$ cat src/rtl/jsu_pkg.sv
// jsu_pkg: shared types and constants for the json string unescaper
// no dependencies; imported by the top level
package jsu_pkg;

  localparam int CHAR_W = 16;
  localparam int ACC_W  = 12;
  localparam int CHAR_BITS = 16;

  // only the low CHAR_BITS bits of an input character take part
  localparam logic [CHAR_W-1:0] CHAR_MASK =
    (CHAR_BITS >= CHAR_W) ? {CHAR_W{1'b1}} : CHAR_W'((64'd1 << CHAR_BITS) - 64'd1);

  typedef enum logic [1:0] {
    MODE_NORMAL = 2'd0,
    MODE_ESCAPE = 2'd1,
    MODE_HEX    = 2'd2
  } mode_t;

  typedef enum logic [1:0] {
    ERR_OK      = 2'd0,
    ERR_HEX     = 2'd1,
    ERR_ESCAPE  = 2'd2,
    ERR_NOQUOTE = 2'd3
  } err_t;

  localparam logic [CHAR_W-1:0] CH_NUL    = 16'h0000;
  localparam logic [CHAR_W-1:0] CH_BS     = 16'h0008;
  localparam logic [CHAR_W-1:0] CH_TAB    = 16'h0009;
  localparam logic [CHAR_W-1:0] CH_LF     = 16'h000a;
  localparam logic [CHAR_W-1:0] CH_FF     = 16'h000c;
  localparam logic [CHAR_W-1:0] CH_CR     = 16'h000d;
  localparam logic [CHAR_W-1:0] CH_QUOTE  = 16'h0022;
  localparam logic [CHAR_W-1:0] CH_SLASH  = 16'h002f;
  localparam logic [CHAR_W-1:0] CH_BSLASH = 16'h005c;
  localparam logic [CHAR_W-1:0] CH_LC_B   = 16'h0062;
  localparam logic [CHAR_W-1:0] CH_LC_F   = 16'h0066;
  localparam logic [CHAR_W-1:0] CH_LC_N   = 16'h006e;
  localparam logic [CHAR_W-1:0] CH_LC_R   = 16'h0072;
  localparam logic [CHAR_W-1:0] CH_LC_T   = 16'h0074;
  localparam logic [CHAR_W-1:0] CH_LC_U   = 16'h0075;

  localparam logic [1:0] LAST_HEX_IDX = 2'd3;

  // hex digit decode: bit 4 set when the character is a hex digit
  function automatic logic [4:0] hex_decode(input logic [CHAR_W-1:0] c);
    logic [4:0] r;
    r = 5'd0;
    if (c >= 16'h0030 && c <= 16'h0039) begin
      r = {1'b1, c[3:0]};
    end else if ((c >= 16'h0061 && c <= 16'h0066) || (c >= 16'h0041 && c <= 16'h0046)) begin
      r = {1'b1, c[3:0] + 4'd9};
    end
    return r;
  endfunction

endpackage

$ cat src/rtl/jsu_in_if.sv
// jsu_in_if: input channel carrying one string character per word
// no dependencies
interface jsu_in_if;
  logic        valid;
  logic        ready;
  logic [15:0] char_in;

  modport source (output valid, output char_in, input ready);
  modport sink   (input valid, input char_in, output ready);
endinterface

$ cat src/rtl/jsu_out_if.sv
// jsu_out_if: result channel carrying a decoded character or an end marker
// no dependencies
interface jsu_out_if;
  logic        valid;
  logic        ready;
  logic [15:0] char_out;
  logic        is_end;
  logic [1:0]  error_code;

  modport source (output valid, output char_out, output is_end, output error_code,
                  input ready);
  modport sink   (input valid, input char_out, input is_end, input error_code,
                  output ready);
endinterface

$ cat src/rtl/json_string_unescaper_unit.sv
// json_string_unescaper_unit: decodes json string escapes one character per cycle while result is not stalled
// depends on jsu_pkg, jsu_in_if, jsu_out_if
//
//   port     dir   word
//   chars    in    char_in (16)
//   result   out   char_out (16), is_end, error_code (2)
//
// a character is registered on entry, decoded from the input register and its result
// (if any) lands in the output register; one word per cycle sustained while result
// is not stalled. the escape state lives beside the decode logic and moves as each
// registered character is decoded. synchronous reset clears the valids and the
// escape state. a stall on result holds the output register, and the input
// register keeps taking words while the stalled one needs no result slot.
module json_string_unescaper_unit (
  input  logic         clk,
  input  logic         rst,
  jsu_in_if.sink       chars,
  jsu_out_if.source    result
);
  import jsu_pkg::*;

  // input register
  logic              in_valid;
  logic [CHAR_W-1:0] in_char;

  // escape state
  mode_t            mode, mode_next;
  logic [1:0]       hex_cnt, hex_cnt_next;
  logic [ACC_W-1:0] hex_acc, hex_acc_next;

  // output register
  logic              out_valid;
  logic [CHAR_W-1:0] out_char;
  logic              out_end;
  err_t              out_err;

  // decode result
  logic              res_valid;
  logic [CHAR_W-1:0] res_char;
  logic              res_end;
  err_t              res_err;

  logic [CHAR_W-1:0] c;
  logic [4:0]        hx;
  logic              out_free;
  logic              advance;

  assign c  = in_char & CHAR_MASK;
  assign hx = hex_decode(c);

  // next escape state
  always_comb begin
    mode_next    = mode;
    hex_cnt_next = hex_cnt;
    hex_acc_next = hex_acc;
    case (mode)
      MODE_ESCAPE: begin
        mode_next    = MODE_NORMAL;
        hex_cnt_next = 2'd0;
        hex_acc_next = '0;
        if (c == CH_LC_U) begin
          mode_next = MODE_HEX;
        end
      end
      MODE_HEX: begin
        if (hx[4] && hex_cnt != LAST_HEX_IDX) begin
          hex_acc_next = {hex_acc[ACC_W-5:0], hx[3:0]};
          hex_cnt_next = hex_cnt + 2'd1;
        end else begin
          mode_next    = MODE_NORMAL;
          hex_cnt_next = 2'd0;
          hex_acc_next = '0;
        end
      end
      default: begin
        mode_next    = (c == CH_BSLASH) ? MODE_ESCAPE : MODE_NORMAL;
        hex_cnt_next = 2'd0;
        hex_acc_next = '0;
      end
    endcase
  end

  // result of the current character
  always_comb begin
    res_valid = 1'b1;
    res_char  = '0;
    res_end   = 1'b0;
    res_err   = ERR_OK;
    case (mode)
      MODE_ESCAPE: begin
        case (c)
          CH_QUOTE, CH_BSLASH, CH_SLASH: res_char = c;
          CH_LC_B: res_char = CH_BS;
          CH_LC_F: res_char = CH_FF;
          CH_LC_N: res_char = CH_LF;
          CH_LC_R: res_char = CH_CR;
          CH_LC_T: res_char = CH_TAB;
          CH_LC_U: res_valid = 1'b0;
          default: begin
            res_end = 1'b1;
            res_err = ERR_ESCAPE;
          end
        endcase
      end
      MODE_HEX: begin
        if (!hx[4]) begin
          res_end = 1'b1;
          res_err = ERR_HEX;
        end else if (hex_cnt != LAST_HEX_IDX) begin
          res_valid = 1'b0;
        end else begin
          res_char = {hex_acc, hx[3:0]} & CHAR_MASK;
        end
      end
      default: begin
        if (c == CH_QUOTE) begin
          res_end = 1'b1;
          res_err = ERR_OK;
        end else if (c == CH_CR || c == CH_LF || c == CH_NUL) begin
          res_end = 1'b1;
          res_err = ERR_NOQUOTE;
        end else if (c == CH_BSLASH) begin
          res_valid = 1'b0;
        end else begin
          res_char = c;
        end
      end
    endcase
  end

  assign out_free    = !out_valid || result.ready;
  assign advance     = in_valid && (out_free || !res_valid);
  assign chars.ready = !in_valid || advance;

  always_ff @(posedge clk) begin
    if (rst) begin
      in_valid <= 1'b0;
    end else if (chars.ready) begin
      in_valid <= chars.valid;
    end
  end

  always_ff @(posedge clk) begin
    if (chars.ready && chars.valid) begin
      in_char <= chars.char_in;
    end
  end

  always_ff @(posedge clk) begin
    if (rst) begin
      mode    <= MODE_NORMAL;
      hex_cnt <= 2'd0;
      hex_acc <= '0;
    end else if (advance) begin
      mode    <= mode_next;
      hex_cnt <= hex_cnt_next;
      hex_acc <= hex_acc_next;
    end
  end

  always_ff @(posedge clk) begin
    if (rst) begin
      out_valid <= 1'b0;
    end else if (advance && res_valid) begin
      out_valid <= 1'b1;
    end else if (result.ready) begin
      out_valid <= 1'b0;
    end
  end

  always_ff @(posedge clk) begin
    if (advance && res_valid) begin
      out_char <= res_char;
      out_end  <= res_end;
      out_err  <= res_err;
    end
  end

  assign result.valid      = out_valid;
  assign result.char_out   = out_char;
  assign result.is_end     = out_end;
  assign result.error_code = out_err;

endmodule

$ cat src/flat_wrapper.sv
// flat-port wrapper written by rule: the top's interface ports become plain ports
module json_string_unescaper_unit_flat import jsu_pkg::*;
  (clk, rst, chars_valid, chars_char_in, chars_ready, result_valid, result_char_out, result_is_end, result_error_code, result_ready);
  jsu_in_if chars_i ();
  jsu_out_if result_i ();
  input  logic clk;
  input  logic rst;
  input wire logic [$bits(chars_i.valid)-1:0] chars_valid;
  input wire logic [$bits(chars_i.char_in)-1:0] chars_char_in;
  output wire logic [$bits(chars_i.ready)-1:0] chars_ready;
  output wire logic [$bits(result_i.valid)-1:0] result_valid;
  output wire logic [$bits(result_i.char_out)-1:0] result_char_out;
  output wire logic [$bits(result_i.is_end)-1:0] result_is_end;
  output wire logic [$bits(result_i.error_code)-1:0] result_error_code;
  input wire logic [$bits(result_i.ready)-1:0] result_ready;
  assign chars_i.valid = chars_valid;
  assign chars_i.char_in = chars_char_in;
  assign chars_ready = chars_i.ready;
  assign result_valid = result_i.valid;
  assign result_char_out = result_i.char_out;
  assign result_is_end = result_i.is_end;
  assign result_error_code = result_i.error_code;
  assign result_i.ready = result_ready;
  json_string_unescaper_unit u_core (.clk(clk), .rst(rst), .chars(chars_i), .result(result_i));
endmodule
$ cat config.mk
export PLATFORM = sky130hd
export DESIGN_NAME = json_string_unescaper_unit_flat
export DESIGN_NICKNAME = d
export VERILOG_FILES = /design/src/rtl/jsu_pkg.sv /design/src/rtl/jsu_in_if.sv /design/src/rtl/jsu_out_if.sv /design/src/rtl/json_string_unescaper_unit.sv /design/src/flat_wrapper.sv
export SDC_FILE = /design/constraint.sdc
export NUM_CORES = 1
export LEC_CHECK = 0
export ABC_AREA = 1
export BUFFER_PORTS_ARGS = -buffer_cell sky130_fd_sc_hd__clkbuf_2
export CAP_MARGIN = 20
export CELL_PAD_IN_SITES_DETAIL_PLACEMENT = 0
export CELL_PAD_IN_SITES_GLOBAL_PLACEMENT = 1
export CORE_MARGIN = 4
export CORE_UTILIZATION = 46
export DETAILED_ROUTE_END_ITERATION = 7
export GPL_TIMING_DRIVEN = 0
export PLACE_DENSITY = 0.94
export SLEW_MARGIN = 10
export SYNTH_ARGS = -nofsm -noshare
export SYNTH_HDL_FRONTEND = slang
export SYNTH_SLANG_ARGS = --single-unit
$ cat constraint.sdc
create_clock -name clk -period 5.3 [get_ports clk]
set_input_delay 0.265 -clock clk [delete_from_list [all_inputs] [get_ports clk]]
set_output_delay 0.265 -clock clk [all_outputs]
set_load 0.05 [all_outputs]
# Word level (Yosys, flattened, before mapping)

Index checks and enable logic that the tools add are counted.

Register bits: 53
Logic and storage cells: 89

Add/sub/neg operators: 2
$lt $le $gt $ge: 6
Eq/ne operators: 15
Multiplexer cells: 36
Reduce and logical (&&, ||, !) cells: 21

Operators by type and width:

| cell                  | number |
|---|---|
| $eq A16 B7 Y1 const B | 7 |
| $pmux W16 S6          | 1 |
| $mux W16              | 5 |
| $eq A16 B4 Y1 const B | 2 |
| $eq A16 B6 Y1 const B | 2 |
| $ge A16 B7 Y1 const B | 2 |
| $le A16 B7 Y1 const B | 2 |
| $pmux W16 S2          | 1 |
| $mux W12              | 2 |
| $ge A16 B6 Y1 const B | 1 |
| $le A16 B6 Y1 const B | 1 |
| $logic_not A16 Y1     | 1 |
| $mux W1               | 14 |
| $mux W2               | 7 |
| $mux W5               | 2 |
| $reduce_or A9 Y1      | 1 |
| $pmux W2 S2           | 2 |
| $logic_and A1 B1 Y1   | 7 |
| $logic_or A1 B1 Y1    | 6 |
| $add A4 B4 Y4 const B | 1 |
| $ne A2 B2 Y1 const B  | 2 |
| $pmux W1 S2           | 2 |
| $logic_not A1 Y1      | 3 |
| $reduce_or A3 Y1      | 1 |
| 5 further kinds       | 5 |

# Logic depth before layout (Yosys ltp)

Gate-level depths: netlist of the first run.

Word-level depth: 12
Gate-level depth with buffers: 16
Mapped depth without buffers: 16

# Worst setup path after synthesis of the first run

No wires, ideal clock.

Kind: reg-to-reg
Start point: register u_core.in_char[0], in the netlist u_core.c[0]
End point: register u_core.in_char[0], in the netlist u_core.c[0], enable pin
Data arrival time: 2,354 ps
Required time: 4,936 ps
Slack: 2,582 ps
Stages on the path, launching flop included: 15
Path buffers: 0
Cells stage by stage: edfxtp_1 > inv_1 > ha_1 > inv_1 > nor2_1 > nand3_1 > nand2_1 > nand2_2 > nand3_4 > nand2_2 > nand2_2 > nand2_4 > nand4_1 > nand2_1 > inv_1

Longest elaborated chain between the ends: 12
Elaborated cells between the ends (all ways): 31
Classes of those cells: order compare: 6; eq/ne: 5; mux: 8; reduce/logical: 12

Ends and longest elaborated chain:

| item                                           | line                              | RTL |
|---|---|---|
| start: declaration                             | json_string_unescaper_unit.sv:24  | `logic [CHAR_W-1:0] in_char;` |
| start signal: assignment                       | json_string_unescaper_unit.sv:145 | `in_char <= chars.char_in;` |
| $ge A16 B7 Y1 or $le A16 B7 Y1 (tied branches) | jsu_pkg.sv:50                     | `end else if ((c >= 16'h0061 && c <= 16'h0066) \|\| (c >= 16'h0041 && c <= 16'h0046)) begin` |
| $logic_and A1 B1 Y1                            | jsu_pkg.sv:50                     |  |
| $logic_or A1 B1 Y1                             | jsu_pkg.sv:50                     |  |
| $mux W5                                        | jsu_pkg.sv:50                     |  |
| $mux W5                                        | jsu_pkg.sv:48                     | `if (c >= 16'h0030 && c <= 16'h0039) begin` |
| $mux W1                                        | json_string_unescaper_unit.sv:106 | `if (!hx[4]) begin` |
| $pmux W1 S2 (*)                                | json_string_unescaper_unit.sv:89  | `case (mode)` |
| $logic_not A1 Y1 (*)                           | json_string_unescaper_unit.sv:132 | `assign advance = in_valid && (out_free \|\| !res_valid);` |
| $logic_or A1 B1 Y1 (*)                         | json_string_unescaper_unit.sv:132 |  |
| $logic_and A1 B1 Y1 (*)                        | json_string_unescaper_unit.sv:132 |  |
| $logic_or A1 B1 Y1 (*)                         | json_string_unescaper_unit.sv:133 | `assign chars.ready = !in_valid \|\| advance;` |
| named net chars_ready                          | flat_wrapper.sv:10                | `output wire logic [$bits(chars_i.ready)-1:0] chars_ready;` |
| $logic_and A1 B1 Y1 (*)                        | json_string_unescaper_unit.sv:144 | `if (chars.ready && chars.valid) begin` |

The timed path passes the listed nets; every way through them passes the cells marked *.
A chain may end at the register's enable or synchronous reset.

# Worst setup path after layout of the first run

Start point: register u_core.in_char[0], in the netlist u_core.c[0]
End point: register u_core.in_char[10], in the netlist u_core.c[10], enable pin

Longest elaborated chain between the ends: 12
Elaborated cells between the ends (all ways): 31
Classes of those cells: order compare: 6; eq/ne: 5; mux: 8; reduce/logical: 12

Ends and longest elaborated chain:

| item                                           | line |
|---|---|
| $ge A16 B7 Y1 or $le A16 B7 Y1 (tied branches) | jsu_pkg.sv:50 |
| $logic_and A1 B1 Y1                            | jsu_pkg.sv:50 |
| $logic_or A1 B1 Y1                             | jsu_pkg.sv:50 |
| $mux W5                                        | jsu_pkg.sv:50 |
| $mux W5                                        | jsu_pkg.sv:48 |
| $mux W1                                        | json_string_unescaper_unit.sv:106 |
| $pmux W1 S2 (*)                                | json_string_unescaper_unit.sv:89 |
| $logic_not A1 Y1 (*)                           | json_string_unescaper_unit.sv:132 |
| $logic_or A1 B1 Y1 (*)                         | json_string_unescaper_unit.sv:132 |
| $logic_and A1 B1 Y1 (*)                        | json_string_unescaper_unit.sv:132 |
| $logic_or A1 B1 Y1 (*)                         | json_string_unescaper_unit.sv:133 |
| $logic_and A1 B1 Y1 (*)                        | json_string_unescaper_unit.sv:144 |

Mark *: on every way between the ends. The rest lies on a longest branch, timed or not.

==> results.py, run 1 <==
metrics = {
    "yosys": {
        "synthesis.area_mm2": 0.002932,
        "yosys_warnings": 0,
        "ys_ff_latch": 53,
        "ys_seq_area_frac": 0.4814,
        "yosys_most_used_dff": "edfxtp_1",
        "synth_edf_count": 35,
        "ys_async_sr_fraction": 0,
        "synth_cells": 345,
        "synth_fp_nets": 373,
        "syn_avg_cell_area_um2": 8.497,
        "synth.distinct_cells": 36,
    },
    "cts": {
        "cts_hold_buf": 0,
        "clockRootBuffer": "clkbuf_8",
        "clock_sinks": 53,
        "cts.repair.resized": 0,
        "h-tree-depth": 2,
        "cts_max_path_buffers": 2,
        "cts_tree": "yes",
        "cts.clk_slew.worst_paths_ns": 0.10,
        "cts_setup_buffers": 0,
        "cts_buffers": 5,
        "insertion_delay_ns": 0.32,
    },
    "die": {
        "fp.dieW_um": 87.83,
        "start_util": 0.4837,
        "die_area_mm2": 0.007714,
        "die_h_um": 87.83,
        "core_mm2": 0.006061,
        "ios": 41,
        "rows": 28,
    },
    "critical_path": {
        "critPathCaptureType": "register",
        "crit_path_start_kind": "register",
        "worstSetupPathType": "register to register",
        "required_ns": 5.26,
        "critical_path_arrival_ns": 2.88,
        "worstPathMaxFanout": 16,
    },
    "cells_and_area": {
        "layout_commonest_cell": "nand2_1",
        "syn2layout_area_growth_pct": 13.23,
        "utilization": 0.5477,
        "most-common-layout-cells": "nand2_1 (63), nor2_1 (44), inv_1 (41)",
        "drive_above_1_share": 0.2290,
        "fill_cells": 573,
        "layout.cells.non_filler": 468,
        "fin_nets": 420,
        "diodes": 0,
    },
    "timing": {
        "min_period_ns": 2.922,
        "whs_ns": 0.1134,
        "max_slew.worst_pin.slew_ns": 0.7834,
        "slew_viol_final": 0,
        "finalSetupTns_ns": 0,
        "fmax_ghz": 0.3423,
        "finalSetupViolations": 0,
        "slew_headroom": 0.4771,
        "rsz0062_at_grt": "no",
        "skew_ns": 0.006719,
        "hold_viol_final": 0,
        "period_share": 0.5512,
    },
    "routing": {
        "routedWlPerCell_um": 14.62,
        "drt_wl_total_mm": 6.843,
        "viasPerCell": 5.340,
        "dr_total_vias": 2499,
        "ant_nets": 0,
        "drc": 0,
        "firstDrtPassIters": 6,
        "drt_iter0_drc": 285,
    },
    "placement": {
        "hpwl_mm": 5.157,
        "dp.cells": 460,
        "place_congestion": 0.9197,
        "numPortBuffers": 40,
    },
    "run_status": {
        "status": "finished, final reports clean",
    },
    "global_routing": {
        "gr-total-overflow": 0,
        "grt_use_total": 0.1841,
        "antenna_found_initial": 0,
        "grt_max_degree": 20,
        "grt_pass1_vias": 2331,
        "grt_first_pass_wirelength_mm": 10.96,
    },
    "hold_path": {
        "hp-class": "input port to register",
    },
    "power_and_ir_drop": {
        "p_per_area_mw_per_mm2": 267.0,
        "leakage_nw": 1.401,
        "irDropWorstVdd_v": 0.0001196,
    },
    "flow_run": {
        "drv_cap": 0,
    },
}
-- sequential cells by signal, summed over array words and instances (netlist names), 2 cells and up --
name	cells
u_core.result.error_code	2
u_core.hex_cnt	2
u_core.c	16
u_core.result.char_out	16
u_core.hex_acc	12
u_core.mode	2
-- cell families (layout without fill, tap and decap cells) --
| kind of cell | after synthesis | after routing | synth area share |
|---|---|---|---|
| AO/OA/AOI/OAI | 48 | 48 | 0.1063 |
| XOR/XNOR | 3 | 3 | 0.008965 |
| adder cells (fa/ha/maj) | 8 | 8 | 0.03415 |
| buffers and inverters | 56 | 104 | 0.08237 |
| flip-flops | 53 | 53 | 0.4814 |
| AND/OR/NAND/NOR | 177 | 177 | 0.2868 |
-- worst max-delay path, stage by stage (launching register included) --
cell	delay, ns
edfxtp_1	0.54
inv_1	0.21
ha_1	0.25
nand4_1	0.14
nor3_1	0.38
nand2_1	0.23
nand4_1	0.19
nand2_1	0.09
inv_1	0.52
-- stage by stage --
stage          worst slack (ns)  area (um^2)  power, mW
2_1_floorplan             2.582         2932     0.6084
3_3_place_gp              2.430         3226     0.6463
3_5_place_dp              2.425         3226     0.6499
4_1_cts                   2.413         3319     0.8885
5_1_grt                   2.150         3319     0.9253
6_report                  2.378         3319     0.8863
-- layout make-up --
type	instances	area, um^2	share of cell area
clock inverter	3	25.02	0.007539
clock buffer	5	68.82	0.02073
timing repair buffer	40	200.2	0.06031
sequential	53	1411	0.4252
multi-input combinational	236	1279	0.3852
inverter	46	172.7	0.05202
tap	75	93.84	0.02827
buffer	10	68.82	0.02073
-- Yosys cell counts (2+ instances only) --
| cell type | number | area (um^2) |
|---|---|---|
| a21oi_1 | 7 | 35.03 |
| a21oi_2 | 4 | 35.03 |
| a22o_1 | 3 | 26.28 |
| a31oi_1 | 2 | 12.51 |
| buf_2 | 3 | 15.01 |
| clkbuf_1 | 3 | 11.26 |
| clkinv_1 | 2 | 7.510 |
| dfxtp_1 | 18 | 360.4 |
| edfxtp_1 | 35 | 1051 |
| ha_1 | 8 | 100.1 |
| inv_1 | 41 | 153.9 |
| inv_2 | 3 | 11.26 |
| nand2_1 | 63 | 236.5 |
| nand2_2 | 7 | 43.79 |
| nand2_4 | 2 | 22.52 |
| nand3_1 | 30 | 150.1 |
| nand3_4 | 2 | 35.03 |
| nand4_1 | 9 | 56.30 |
| nor2_1 | 44 | 165.2 |
| nor2_2 | 10 | 62.56 |
| nor2_4 | 2 | 22.52 |
| nor3_1 | 4 | 20.02 |
| o21ai_0 | 18 | 90.09 |
| o21ai_2 | 6 | 52.55 |
| o22ai_1 | 2 | 12.51 |
| o31ai_1 | 4 | 30.03 |
| or2_0 | 2 | 12.51 |
| xor2_1 | 3 | 26.28 |
-- per-layer routing --
metal,part of all wire,routed length (um),vias up,global-route usage
li1,-,-,1242,-
met3,0.077,530,17,0.03951
met5,0,0,-,0
met2,0.46,3180,113,0.3048
met1,0.44,3004,1127,0.2447
met4,0.019,128,0,0.05021
-- power by group --
part	internal, mW	switching (mW)	leakage (nW)
sequential	0.471	0.0137	0.485
combinational	0.0435	0.113	0.871
clock	0.0967	0.148	0.0452
total	0.611	0.275	1.40
-- worst paths after layout --
check        slack, ns                            from  depth (start not counted)                        endpoint
min               0.11                chars_char_in[5]                          1           u_core.c[5]$_DFFE_PP_
max               2.38           u_core.c[0]$_DFFE_PP_                          8          u_core.c[10]$_DFFE_PP_
max reg2reg       2.38           u_core.c[0]$_DFFE_PP_                          8          u_core.c[10]$_DFFE_PP_
min reg2reg       0.48  u_core.hex_cnt[1]$_SDFFE_PP0P_                          2  u_core.hex_cnt[1]$_SDFFE_PP0P_
Note: power is estimated with default switching activity, not from simulation.
==> inputs of run 2 (changes only) <==
--- a/config.mk
+++ b/config.mk
@@ -11,10 +11,10 @@
 export CELL_PAD_IN_SITES_DETAIL_PLACEMENT = 0
 export CELL_PAD_IN_SITES_GLOBAL_PLACEMENT = 1
 export CORE_MARGIN = 4
-export CORE_UTILIZATION = 46
+export CORE_UTILIZATION = 43
 export DETAILED_ROUTE_END_ITERATION = 7
 export GPL_TIMING_DRIVEN = 0
-export PLACE_DENSITY = 0.94
+export PLACE_DENSITY = 0.89
 export SLEW_MARGIN = 10
 export SYNTH_ARGS = -nofsm -noshare
 export SYNTH_HDL_FRONTEND = slang
==> constraint.sdc (replaced) <==
create_clock -name clk -period 2.9 [get_ports clk]
set_input_delay 0.145 -clock clk [delete_from_list [all_inputs] [get_ports clk]]
set_output_delay 0.145 -clock clk [all_outputs]
set_load 0.05 [all_outputs]
==> results.py, run 2 (synthesized netlist as in run 1, its figures left out) <==
metrics = {
    "critical_path": {
        "ff2ff_setup_slack_ns": 0.32,
        "worstPathMaxFanout": 6,
        "crit_path_start_kind": "register",
        "r2r_cells": 9,
        "rr_startpoint": "u_core.c[0]$_DFFE_PP_",
        "worstSetupPathType": "register to output port",
        "reg2reg_to": "u_core.c[15]$_DFFE_PP_",
        "critPathCaptureType": "output port",
        "required_ns": 2.76,
        "critical_path_arrival_ns": 2.51,
    },
    "cts": {
        "clockRootBuffer": "clkbuf_8",
        "h-tree-depth": 2,
        "cts.clk_slew.worst_paths_ns": 0.10,
        "insertion_delay_ns": 0.31,
        "cts_buffers": 5,
        "cts_max_path_buffers": 2,
        "clock_sinks": 53,
        "cts_tree": "yes",
    },
    "cells_and_area": {
        "utilization": 0.5327,
        "seqCellArea_mm2": 0.001411,
        "layout.cells.non_filler": 481,
        "diodes": 0,
        "most-common-layout-cells": "nand2_1 (63), nor2_1 (44), clkbuf_2 (40)",
        "multi_input_area_mm2": 0.001279,
        "syn2layout_area_growth_pct": 18.01,
        "fin_nets": 431,
        "drive_above_1_share": 0.2327,
        "layout_commonest_cell": "nand2_1",
        "final_area_mm2": 0.003460,
        "fill_cells": 616,
    },
    "power_and_ir_drop": {
        "pwr-share-seq": 0.540,
        "clkPwrFrac": 0.272,
        "switching_share": 0.3085,
        "p_int_mw": 1.132,
        "power_switching_uw": 505.2,
        "power_mw": 1.638,
        "p_per_area_mw_per_mm2": 473.4,
        "leakage_nw": 1.443,
        "irDropWorstVdd_v": 0.0002061,
        "combPwrFrac": 0.188,
    },
    "die": {
        "fp.dieW_um": 90.57,
        "die_area_mm2": 0.008203,
        "ios": 41,
        "start_util": 0.4514,
        "die_h_um": 90.57,
        "rows": 29,
        "core_mm2": 0.006495,
    },
    "global_routing": {
        "grt_pass1_vias": 2242,
        "grt_use_total": 0.1703,
        "gr-total-overflow": 0,
        "grt_max_degree": 20,
        "antenna_found_initial": 0,
        "grt_first_pass_wirelength_mm": 11.41,
    },
    "placement": {
        "numPortBuffers": 40,
        "hpwl_mm": 5.218,
        "placed_cell_area_mm2": 0.003228,
        "dp.cells": 462,
        "place_congestion": 0.8577,
    },
    "timing": {
        "min_period_ns": 2.660,
        "slew_headroom": 0.7004,
        "fmax_ghz": 0.3760,
        "skew_ns": 0.009375,
        "period_share": 0.9172,
        "finalSetupViolations": 0,
        "rsz0062_at_grt": "no",
        "finalSetupTns_ns": 0,
        "hold_viol_final": 0,
        "max_slew.worst_pin.slew_ns": 0.4495,
        "slew_viol_final": 0,
    },
    "hold_path": {
        "worstHoldPathCells": 1,
        "min_to": "u_core.c[7]$_DFFE_PP_",
        "hp-start": "chars_char_in[7]",
        "hp-class": "input port to register",
    },
    "routing": {
        "drc": 0,
        "drt_iter0_drc": 236,
        "ant_nets": 0,
        "routedWlPerCell_um": 14.23,
        "firstDrtPassIters": 4,
        "dr_total_vias": 2520,
        "viasPerCell": 5.239,
        "drt_wl_total_mm": 6.843,
    },
    "flow_run": {
        "drv_cap": 0,
    },
    "run_status": {
        "status": "finished, final reports clean",
    },
}
==> run 2: changes by cell type in the layout (fill, tap and decap cells not counted), sizes merged <==
| cell | previous run | this run |
|---|---|---|
| dlygate4sd3 | 0 | 9 |
| buf | 7 | 9 |
| clkinvlp | 1 | 3 |
| inv | 46 | 44 |
==> run 2: how the worst max path moves through the flow <==
| stage | startpoint | endpoint | slack (ns) | depth (start not counted) |
|---|---|---|---|---|
| 2_1_floorplan | u_core.c[0]$_DFFE_PP_ | u_core.c[0]$_DFFE_PP_ | 0.18 | 14 |
| 3_3_place_gp | u_core.c[0]$_DFFE_PP_ | u_core.c[6]$_DFFE_PP_ | 0.09 | 8 |
| 3_5_place_dp | u_core.c[0]$_DFFE_PP_ | u_core.c[15]$_DFFE_PP_ | 0.03 | 14 |
| 4_1_cts | u_core.c[0]$_DFFE_PP_ | u_core.c[7]$_DFFE_PP_ | 0.14 | 14 |
| 5_1_grt | u_core.c[0]$_DFFE_PP_ | chars_ready | 0.04 | 7 |
| 6_report | u_core.c[0]$_DFFE_PP_ | chars_ready | 0.24 | 7 |
==> run 2: metal layers <==
metal,GRT usage,vias to the layer above,part of all wire
met4,0.03189,0,0.0050
li1,-,1263,-
met2,0.2687,70,0.46
met5,0,-,0
met1,0.2449,1183,0.48
met3,0.03167,4,0.052
==> run 2: per-stage QoR <==
| stage | hold slack (ns) | setup WS [ns] |
|---|---|---|
| 6_report | 0.007038 | 0.2402 |
| 5_1_grt | 0.0004994 | 0.04129 |
| 4_1_cts | 0.0001452 | 0.1441 |
| 3_5_place_dp | 0.3238 | 0.02975 |
| 3_3_place_gp | 0.3212 | 0.08623 |
| 2_1_floorplan | 0.2141 | 0.1822 |
==> run 2: power groups by stage <==
stage / Combinational, mW / Clock, mW / Sequential, mW
final: 0.308 / 0.446 / 0.884
after global routing: 0.340 / 0.480 / 0.890
after CTS: 0.291 / 0.452 / 0.885
after detailed placement: 0.286 / 0 / 0.902
after global placement: 0.282 / 0 / 0.901
after floorplan: 0.152 / 0 / 0.959
==> run 2: what timing repair did <==
| action | CTS | global route |
|---|---|---|
| setup endpoints to repair | 13 | 35 |
| hold endpoints to repair | 3 | 6 |
| resized for setup | 1 | 1 |
| hold buffers | 3 | 6 |
| buffers inserted | 0 | 2 |
==> run 2: final cells by class <==
cell class,count,area share
Clock buffer,5,0.01989
Clock inverter,3,0.007233
Buffer,10,0.01989
Tap cell,77,0.02785
Inverter,46,0.05208
Timing Repair Buffer,51,0.09548
Sequential cell,53,0.4080
Multi-Input combinational cell,236,0.3696
==> run 2: worst max-delay path: stages, from the launching register on <==
cell and delay (ns):
edfxtp_1 0.50, inv_1 0.20, ha_1 0.28, nand4_1 0.11, nor3_1 0.37, nand2_1 0.24
nand4_1 0.20, clkbuf_2 0.30
